$ cat config.mk
export PLATFORM = sky130hd
export DESIGN_NAME = byte_string_noise_hash_flat
export DESIGN_NICKNAME = d
export VERILOG_FILES = /design/src/rtl/core/bsnh_pkg.sv /design/src/rtl/core/bsnh_if.sv /design/src/rtl/core/byte_string_noise_hash.sv /design/src/flat_wrapper.sv
export SDC_FILE = /design/constraint.sdc
export NUM_CORES = 2
export LEC_CHECK = 0
export BUFFER_PORTS_ARGS = -buffer_cell sky130_fd_sc_hd__buf_2
export CORE_MARGIN = 4
export CORE_UTILIZATION = 55
export CTS_CLUSTER_DIAMETER = 80
export CTS_CLUSTER_SIZE = 16
export DETAILED_ROUTE_END_ITERATION = 16
export PLACE_DENSITY = 0.68
export SYNTH_ARGS = -nofsm -noshare
export SYNTH_HDL_FRONTEND = slang
export SYNTH_SLANG_ARGS = --single-unit
export TNS_END_PERCENT = 1
$ cat constraint.sdc
create_clock -name i_clk -period 11 [get_ports i_clk]
set_input_delay 2.2 -clock i_clk [delete_from_list [all_inputs] [get_ports i_clk]]
set_output_delay 2.2 -clock i_clk [all_outputs]
set_load 0.1 [all_outputs]
$ cat src/rtl/core/bsnh_pkg.sv
// Package for the byte string noise hash: widths, mixer constants, sequencer
// types and the shift-xor mixing functions.
// No dependencies.
package bsnh_pkg;

    localparam int DATA_W = 8;
    localparam int HASH_W = 32;

    localparam logic [HASH_W-1:0] MIX_K1 = 32'hd2a8_0a3f;
    localparam logic [HASH_W-1:0] MIX_K2 = 32'ha884_f197;
    localparam logic [HASH_W-1:0] MIX_K3 = 32'h6c73_6f4b;
    localparam logic [HASH_W-1:0] MIX_K4 = 32'hb79f_3abb;
    localparam logic [HASH_W-1:0] MIX_K5 = 32'h1b56_c4f5;

    typedef enum logic [3:0] {
        ST_IDLE = 4'b0001,
        ST_MUL  = 4'b0010,
        ST_MIX  = 4'b0100,
        ST_DONE = 4'b1000
    } t_state;

    // Seven multiplies per byte: noise(h, s), h * noise, noise(s, h)
    typedef enum logic [2:0] {
        STEP_N1_K1 = 3'd0,
        STEP_N1_K3 = 3'd1,
        STEP_N1_K5 = 3'd2,
        STEP_H_MUL = 3'd3,
        STEP_N2_K1 = 3'd4,
        STEP_N2_K3 = 3'd5,
        STEP_N2_K5 = 3'd6
    } t_step;

    function automatic logic [HASH_W-1:0] mix_a(input logic [HASH_W-1:0] prod,
                                                input logic [HASH_W-1:0] seed);
        logic [HASH_W-1:0] m;
        m = prod + seed;
        m = m ^ (m >> 9);
        m = m + MIX_K2;
        m = m ^ (m >> 11);
        return m;
    endfunction

    function automatic logic [HASH_W-1:0] mix_b(input logic [HASH_W-1:0] prod);
        logic [HASH_W-1:0] m;
        m = prod ^ (prod >> 13);
        m = m + MIX_K4;
        m = m ^ (m >> 15);
        return m;
    endfunction

    function automatic logic [HASH_W-1:0] mix_c(input logic [HASH_W-1:0] prod);
        return prod ^ (prod >> 17);
    endfunction

endpackage

$ cat src/rtl/core/bsnh_if.sv
// Valid/ready stream interfaces for the byte string noise hash: byte input
// and hash output channels. Depends on bsnh_pkg.
interface bsnh_in_if;
    logic                        valid;
    logic                        ready;
    logic [bsnh_pkg::DATA_W-1:0] data_byte;
    logic                        last_byte;

    modport source (output valid, output data_byte, output last_byte, input ready);
    modport sink   (input valid, input data_byte, input last_byte, output ready);
endinterface

interface bsnh_out_if;
    logic                        valid;
    logic                        ready;
    logic [bsnh_pkg::HASH_W-1:0] hash_value;

    modport source (output valid, output hash_value, input ready);
    modport sink   (input valid, input hash_value, output ready);
endinterface

$ cat src/rtl/core/byte_string_noise_hash.sv
// Byte string noise hash: running 32-bit hash built on two noise mixer passes
// per byte. Depends on bsnh_pkg and the stream interfaces in bsnh_if.sv.
//
// Usage:
//   i_in carries one string byte per transaction (data_byte, last_byte).
//   o_out carries one transaction (hash_value) per string, after the byte
//   marked last; no output for other bytes.
//   After acceptance, each byte runs seven dependent 32x32 multiplies on
//   one shared multiplier, each in ST_MUL and followed by a mixing step in
//   ST_MIX, then ST_DONE closes the byte before i_in.ready rises again. A
//   new byte is accepted only in ST_IDLE, once the previous byte is through.
//   The hash of a string is presented on o_out when its last byte leaves
//   ST_DONE, in the same cycle that i_in.ready rises again.
//   The output register holds a finished hash while the receiver stalls; the
//   next string's bytes keep being accepted meanwhile. Only when a second
//   hash is finished before the first is taken does the block wait, with
//   i_in.ready low, until o_out.ready frees the register.
//   Reset (i_rst_n low, synchronous) clears the running hash to zero, drops
//   o_out.valid and returns the sequencer to idle.
module byte_string_noise_hash (
    input  logic        i_clk,
    input  logic        i_rst_n,
    bsnh_in_if.sink     i_in,
    bsnh_out_if.source  o_out
);

    bsnh_pkg::t_state              r_state;
    bsnh_pkg::t_step               r_step;
    logic [bsnh_pkg::HASH_W-1:0]   r_s;
    logic                          r_last;
    logic [bsnh_pkg::HASH_W-1:0]   r_h;
    logic [bsnh_pkg::HASH_W-1:0]   r_m;
    logic [bsnh_pkg::HASH_W-1:0]   r_prod;
    logic                          r_out_valid;
    logic [bsnh_pkg::HASH_W-1:0]   r_out_hash;

    logic [bsnh_pkg::HASH_W-1:0]   mul_a;
    logic [bsnh_pkg::HASH_W-1:0]   mul_b;
    logic [bsnh_pkg::HASH_W-1:0]   mul_lo;
    logic [bsnh_pkg::HASH_W-1:0]   mix_out;
    logic [bsnh_pkg::HASH_W-1:0]   in_sext;
    logic                          out_free;
    logic                          out_load;

    assign i_in.ready       = (r_state == bsnh_pkg::ST_IDLE);
    assign o_out.valid      = r_out_valid;
    assign o_out.hash_value = r_out_hash;
    assign out_free         = !r_out_valid || o_out.ready;
    assign out_load         = (r_state == bsnh_pkg::ST_DONE) && r_last && out_free;
    assign in_sext          = {{(bsnh_pkg::HASH_W-bsnh_pkg::DATA_W)
                                {i_in.data_byte[bsnh_pkg::DATA_W-1]}}, i_in.data_byte};

    always_comb begin
        case (r_step)
            bsnh_pkg::STEP_N1_K1: begin
                mul_a = r_h;
                mul_b = bsnh_pkg::MIX_K1;
            end
            bsnh_pkg::STEP_N1_K3, bsnh_pkg::STEP_N2_K3: begin
                mul_a = r_m;
                mul_b = bsnh_pkg::MIX_K3;
            end
            bsnh_pkg::STEP_N1_K5, bsnh_pkg::STEP_N2_K5: begin
                mul_a = r_m;
                mul_b = bsnh_pkg::MIX_K5;
            end
            bsnh_pkg::STEP_H_MUL: begin
                mul_a = r_h;
                mul_b = r_m;
            end
            bsnh_pkg::STEP_N2_K1: begin
                mul_a = r_s;
                mul_b = bsnh_pkg::MIX_K1;
            end
            default: begin
                mul_a = r_m;
                mul_b = bsnh_pkg::MIX_K1;
            end
        endcase
    end

    assign mul_lo = mul_a * mul_b;

    always_comb begin
        case (r_step)
            bsnh_pkg::STEP_N1_K1:                       mix_out = bsnh_pkg::mix_a(r_prod, r_s);
            bsnh_pkg::STEP_N2_K1:                       mix_out = bsnh_pkg::mix_a(r_prod, r_h);
            bsnh_pkg::STEP_N1_K3, bsnh_pkg::STEP_N2_K3: mix_out = bsnh_pkg::mix_b(r_prod);
            bsnh_pkg::STEP_N1_K5, bsnh_pkg::STEP_N2_K5: mix_out = bsnh_pkg::mix_c(r_prod);
            default:                                    mix_out = r_prod;
        endcase
    end

    always_ff @(posedge i_clk) begin
        if (!i_rst_n) begin
            r_state     <= bsnh_pkg::ST_IDLE;
            r_step      <= bsnh_pkg::STEP_N1_K1;
            r_h         <= '0;
            r_out_valid <= 1'b0;
        end else begin
            if (r_out_valid && o_out.ready && !out_load) begin
                r_out_valid <= 1'b0;
            end
            case (r_state)
                bsnh_pkg::ST_IDLE: begin
                    if (i_in.valid) begin
                        r_s     <= in_sext;
                        r_last  <= i_in.last_byte;
                        r_step  <= bsnh_pkg::STEP_N1_K1;
                        r_state <= bsnh_pkg::ST_MUL;
                    end
                end
                bsnh_pkg::ST_MUL: begin
                    r_prod  <= mul_lo;
                    r_state <= bsnh_pkg::ST_MIX;
                end
                bsnh_pkg::ST_MIX: begin
                    case (r_step)
                        bsnh_pkg::STEP_H_MUL: r_h <= r_prod;
                        bsnh_pkg::STEP_N2_K5: r_h <= r_h ^ mix_out;
                        default:              r_m <= mix_out;
                    endcase
                    case (r_step)
                        bsnh_pkg::STEP_N1_K1: r_step <= bsnh_pkg::STEP_N1_K3;
                        bsnh_pkg::STEP_N1_K3: r_step <= bsnh_pkg::STEP_N1_K5;
                        bsnh_pkg::STEP_N1_K5: r_step <= bsnh_pkg::STEP_H_MUL;
                        bsnh_pkg::STEP_H_MUL: r_step <= bsnh_pkg::STEP_N2_K1;
                        bsnh_pkg::STEP_N2_K1: r_step <= bsnh_pkg::STEP_N2_K3;
                        bsnh_pkg::STEP_N2_K3: r_step <= bsnh_pkg::STEP_N2_K5;
                        default:              r_step <= bsnh_pkg::STEP_N1_K1;
                    endcase
                    r_state <= (r_step == bsnh_pkg::STEP_N2_K5) ? bsnh_pkg::ST_DONE
                                                                 : bsnh_pkg::ST_MUL;
                end
                bsnh_pkg::ST_DONE: begin
                    if (!r_last) begin
                        r_state <= bsnh_pkg::ST_IDLE;
                    end else if (out_free) begin
                        r_out_hash  <= r_h;
                        r_out_valid <= 1'b1;
                        r_h         <= '0;
                        r_state     <= bsnh_pkg::ST_IDLE;
                    end
                end
                default: begin
                    r_state <= bsnh_pkg::ST_IDLE;
                end
            endcase
        end
    end

endmodule
$ cat src/flat_wrapper.sv
// flat-port wrapper written by rule: the top's interface ports become plain ports
module byte_string_noise_hash_flat 
  (i_clk, i_rst_n, i_in_valid, i_in_data_byte, i_in_last_byte, i_in_ready, o_out_valid, o_out_hash_value, o_out_ready);
  bsnh_in_if i_in_i ();
  bsnh_out_if o_out_i ();
  input  logic i_clk;
  input  logic i_rst_n;
  input wire logic [$bits(i_in_i.valid)-1:0] i_in_valid;
  input wire logic [$bits(i_in_i.data_byte)-1:0] i_in_data_byte;
  input wire logic [$bits(i_in_i.last_byte)-1:0] i_in_last_byte;
  output wire logic [$bits(i_in_i.ready)-1:0] i_in_ready;
  output wire logic [$bits(o_out_i.valid)-1:0] o_out_valid;
  output wire logic [$bits(o_out_i.hash_value)-1:0] o_out_hash_value;
  input wire logic [$bits(o_out_i.ready)-1:0] o_out_ready;
  assign i_in_i.valid = i_in_valid;
  assign i_in_i.data_byte = i_in_data_byte;
  assign i_in_i.last_byte = i_in_last_byte;
  assign i_in_ready = i_in_i.ready;
  assign o_out_valid = o_out_i.valid;
  assign o_out_hash_value = o_out_i.hash_value;
  assign o_out_i.ready = o_out_ready;
  byte_string_noise_hash u_core (.i_clk(i_clk), .i_rst_n(i_rst_n), .i_in(i_in_i), .o_out(o_out_i));
endmodule
==> After elaboration in Yosys (flattened, before gate mapping) <==
Index checks and enable logic that the tools add are counted.
{ "op_classes": {"n_addsub": 5, "mul": 1, "eq_ne": 15, "mux": 19, "bitwise_logic": 9, "n_reduce_logical": 21} }
{ "ops": {"columns": ["op", "n"], "rows": [
  ["$pmux W32 S2", 3],
  ["$pmux W32 S4", 1],
  ["$add A32 B32 Y32 const B", 3],
  ["$pmux W32 S3", 1],
  ["$add A32 B32 Y32", 2],
  ["$mux W32", 2],
  ["$xor A32 B21 Y32", 2],
  ["$xor A32 B23 Y32", 2],
  ["$mul A32 B32 Y32", 1],
  ["$xor A32 B15 Y32", 1],
  ["$xor A32 B17 Y32", 1],
  ["$xor A32 B19 Y32", 1],
  ["$xor A32 B32 Y32", 1],
  ["$pmux W3 S6", 1],
  ["$mux W4", 4],
  ["$pmux W4 S4", 1],
  ["$eq A3 B3 Y1 const B", 3],
  ["$reduce_and A4 Y1", 2],
  ["$reduce_or A2 Y1", 4],
  ["$eq A3 B2 Y1 const B", 2],
  ["$pmux W3 S2", 1],
  ["$reduce_and A2 Y1", 3],
  ["$reduce_and A3 Y1", 2],
  ["$eq A4 B1 Y1 const B", 1],
  ["other kinds (16)", 25]
]} }
{ "word_totals": {"regBits": 145, "input_bits": 13, "out_inout_bits": 34, "wordCells": 79} }

==> Longest topological paths before layout <==
{ "logic_depth": {"word_depth": 9, "ltp_mapped": 38, "depth_no_buf": 31} }

==> Worst setup path after synthesis <==
Ideal clock, no wire load.
{ "synth_path": {"kind": "reg-to-reg", "from": "reg u_core.r_step[0]", "to": "reg u_core.r_prod[28] (netlist name) (data pin)", "setup_ns": 0.258, "t_arrival_ns": 8.822, "required_ns": 10.742, "path_slack_ns": 1.920, "stages_incl_launch_ff": 35, "path_buffers": 6, "period_less_slack_ns": 9.080, "path_cell_list": "dfxtp_1 > clkbuf_1 > or2_2 > clkbuf_1 > a21oi_1 > nor2_1 > clkbuf_1 > buf_1 > clkbuf_1 > a221oi_1 > clkbuf_1 > nor2_1 > fa_1 > inv_1 > fa_1 > fa_1 > inv_1 > fa_1 > ha_1 > ha_1 > inv_1 > fa_1 > inv_1 > fa_1 > ha_1 > a21oi_1 > nor2b_1 > o21a_1 > o211a_1 > o31a_1 > o311a_1 > o21a_1 > o21a_1 > o41a_1 > xor2_1"} }
{ "synth_via": {"elab_chain_len": 4, "elab_cells_between_ends": 13, "cone_classes": "mul (1); eq/ne (6); mux (2); reduce/logical (4)"} }
{ "synth_lines": {"columns": ["item", "line", "rtl"], "rows": [
  ["from (decl)", "byte_string_noise_hash.sv:28", "bsnh_pkg::t_step r_step;"],
  ["from (signal assigned)", "byte_string_noise_hash.sv:97", "r_step <= bsnh_pkg::STEP_N1_K1;"],
  ["from (signal assigned)", "byte_string_noise_hash.sv:109", "r_step <= bsnh_pkg::STEP_N1_K1;"],
  ["from (signal assigned)", "byte_string_noise_hash.sv:124", "bsnh_pkg::STEP_N1_K1: r_step <= bsnh_pkg::STEP_N1_K3;"],
  ["$eq A3 B2 Y1, or another cell as far along", "byte_string_noise_hash.sv:54", "case (r_step)"],
  ["$reduce_or A2 Y1, on equally long branches", null, null],
  ["$pmux W32 S3 / $pmux W32 S2 (equally long branches)", "byte_string_noise_hash.sv:54", null],
  ["$mul A32 B32 Y32 (*)", "byte_string_noise_hash.sv:82", "assign mul_lo = mul_a * mul_b;"],
  ["net u_core.mul_lo (one bit)", "byte_string_noise_hash.sv:39", "logic [bsnh_pkg::HASH_W-1:0] mul_lo;"],
  ["to (signal assigned)", "byte_string_noise_hash.sv:114", "r_prod <= mul_lo;"],
  ["to (decl)", "byte_string_noise_hash.sv:33", "logic [bsnh_pkg::HASH_W-1:0] r_prod;"]
]} }
The timed path passes the listed nets; every way through them passes the cells marked *.
A chain may end at the register's enable or synchronous reset.

==> Worst setup path in the final report <==
{ "layout_path": {"from": "reg u_core.r_s[7] (netlist name)", "to": "reg u_core.r_prod[27] (netlist name) (data pin)"} }
{ "layout_via": {"elab_chain_len": 2} }
{ "layout_lines": {"columns": ["item", "line", "rtl"], "rows": [
  ["from (decl)", "byte_string_noise_hash.sv:29", "logic [bsnh_pkg::HASH_W-1:0] r_s;"],
  ["from (signal assigned)", "byte_string_noise_hash.sv:107", "r_s <= in_sext;"],
  ["$pmux W32 S2", "byte_string_noise_hash.sv:54", null],
  ["$mul A32 B32 Y32", "byte_string_noise_hash.sv:82", null],
  ["net u_core.mul_lo (one bit)", "byte_string_noise_hash.sv:39", null]
]} }
The timed path passes the listed nets, and every way through them passes these cells.

==> out/results.ini <==
[cells_and_area]
final_common_cell=nor2_1
layout_common_cells=478 x nor2_1, 433 x inv_1, 410 x fa_1, 387 x nand2_1, 230 x xnor2_1
area_delta_synth_final_pct=6.138
fillers=4793
drive_gt1_frac=0.06438
fin_util=0.5906
nets=4124

[clock_tree]
h-tree-depth=4
clk_latency_ns=0.44
clock_sinks=145
cts_tree=yes
cts-hold-fix-buffers=0
postCtsResizedCells=0
post_cts_buffers=0
clockBufferDepth=2
cts.clk_slew.worst_paths_ns=0.07
cts_root_buffer=clkbuf_16
cts_buffers=17

[timing]
skew_ns=0.009621
layout_min_cycle_time_ns=10.18
fin_crit_sh=0.9251
slew_viol_final=0
setup_viol=0
fin_tns_setup_ns=0
rsz0062_at_grt=no
final_hold_viol_count=0
worst_pin_slew_ns=1.290
fmax_mhz=98.27
max_slew_margin=0.1369

[global_route]
grt-ovfl-total=0
grt_max_degree=68
grt_pass1_wl_mm=173.8
antenna_found_initial=6
grt_usage=0.3960
grt_pass1_vias=27150

[drt]
vias_per_cell=6.503
first_pass_iters=13
num_vias=27490
wl_per_cell_um=27.90
wl_mm=117.9
drc_errors=0
final_antenna_net_count=0
drt_iter0_markers=3829

[die]
die_h_um=241.6
ios=47
start_util=0.5565
die_x_um=241.6
core_area_um2=53920
rows=85
dieArea_um2=58360

[setup_path]
cp.arrival_ns=10.37
worstPathRequired_ns=11.19
critPathKind=reg2reg
endpoint_kind=flip-flop
rrSetupSlack_ns=0.82
critPathLaunchType=flip-flop
crit_path_max_fanout=26

[synth]
syn-num-nets=4142
ys_seq_area_frac=0.1318
synth_top_area_share=0.2735
yosys.cell_types.count=98
async_flop_share=0
yosysWarnings=0
yosysTopAreaCell=fa_1
synth_seq_cells=145
yosys-top-cells-area=fa_1 27%, edfxtp_1 11%, ha_1 7.8%
avgSynthCellArea_um2=8.498
synth_edf_count=105
syn-cell-area_um2=30010
synth_flop_cell=edfxtp_1
synthCells=3531

[worst_hold_path]
worstHoldPathType=reg2reg

[power_and_ir_drop]
leakage_uw=0.01415
ir_worst_vdd_mv=0.1042
power_density_nw_per_um2=56.38

[placement]
io_buffers=46
dp_hpwl_mm=95.05
gp_congestion=1.083

[outcome]
outcome=complete, no violations

[job]
max_cap_violations=0

layout make-up:
class                   count  area, um2  share of cell area
clock inverters            15      182.7            0.005736
flip-flops and latches    145       3955              0.1242
repair buffers            132      875.8             0.02750
well taps                 696      870.8             0.02734
inverters                 436       1637             0.05139
diodes                      5      12.51           0.0003929
clock buffers              17      425.4             0.01336
multi-input cells        2781      23890              0.7501
metal layers:
layer,vias to the layer above,track usage,share of wire
li1,11710,-,-
met1,13400,0.5574,0.40
met2,1939,0.5633,0.40
met3,426,0.1425,0.15
met4,12,0.1475,0.050
met5,-,0,0.00073
synth_stat cells, drive strengths merged (40+ instances only):
cell type / instances
nor2: 479
a21o: 45
edfxtp: 105
inv: 433
dfxtp: 40
nand2: 387
nor3: 45
xnor2: 230
ha: 188
clkbuf: 159
xor2: 84
fa: 410
nand3: 40
a21oi: 160
o21ai: 136
worst max-delay path, stage by stage (launching register included):
cell and delay, ns:
edfxtp_1 1.12, and3_1 0.92, buf_4 0.39, a221o_1 0.49
nand2_1 0.14, fa_1 0.54, inv_1 0.06, fa_1 0.40
inv_1 0.07, fa_1 0.42, fa_1 0.50, inv_1 0.06
fa_1 0.50, inv_1 0.06, fa_1 0.41, inv_1 0.08
fa_1 0.43, fa_1 0.45, ha_1 0.36, a21o_1 0.20
a21o_1 0.23, nor3_1 0.33, o211ai_1 0.17, a31oi_1 0.92
nor2b_1 0.10, o21ai_0 0.26, nor2b_1 0.20, xnor2_1 0.08
state kept, by name (all words and copies together), names as in the netlist:
register	count
u_core.o_out.hash_value	32
u_core.r_m	32
u_core.r_h	32
u_core.r_prod	32
u_core.r_last	1
u_core.o_out.valid	1
u_core.r_s	8
u_core.r_state	4
u_core.r_step	3
metrics by stage:
stage	power, uW	setup slack, ns	instance area [um2]	hold WS [ns]	instances
floorplan	991.0	1.920	30010	0.4727	3531
global placement	1167	1.340	31230	0.5185	4190
detailed placement	1172	1.164	31230	0.5114	4190
CTS	1766	1.145	31840	0.5350	4222
global route	1843	0.5773	31840	0.5530	4222
finish	1796	0.8241	31850	0.5329	4227
final timing paths:
kind	from	end	depth (start not counted)
worst min register to register	u_core.r_last$_DFFE_PP_	u_core.o_out.valid$_SDFF_PN0_	2
worst max-delay path	u_core.r_s[7]$_DFFE_PP_	u_core.r_prod[27]$_DFFE_PP_	27
worst min-delay path	u_core.r_last$_DFFE_PP_	u_core.o_out.valid$_SDFF_PN0_	2
worst max register to register	u_core.r_s[7]$_DFFE_PP_	u_core.r_prod[27]$_DFFE_PP_	27
cell families (layout without fill, tap and decap cells):
kind of cell | Yosys count | count (layout) | synth area share
AO/OA/AOI/OAI | 664 | 664 | 0.1550
XOR/XNOR | 337 | 337 | 0.1091
adder cells (fa/ha/maj) | 598 | 598 | 0.3519
buffers and inverters | 605 | 600 | 0.07572
flip-flops | 145 | 145 | 0.1318
multiplexers | 20 | 20 | 0.006838
other | 0 | 5 | 0
AND/OR/NAND/NOR | 1162 | 1162 | 0.1697
report_power, final:
part           internal [uW]  switching, uW  leakage, uW  total [uW]
combinational            206            369       0.0125         575
clock                    345            259     0.000298         604
sequential               605           11.3      0.00132         617
Note: power is estimated with default switching activity, not from simulation.
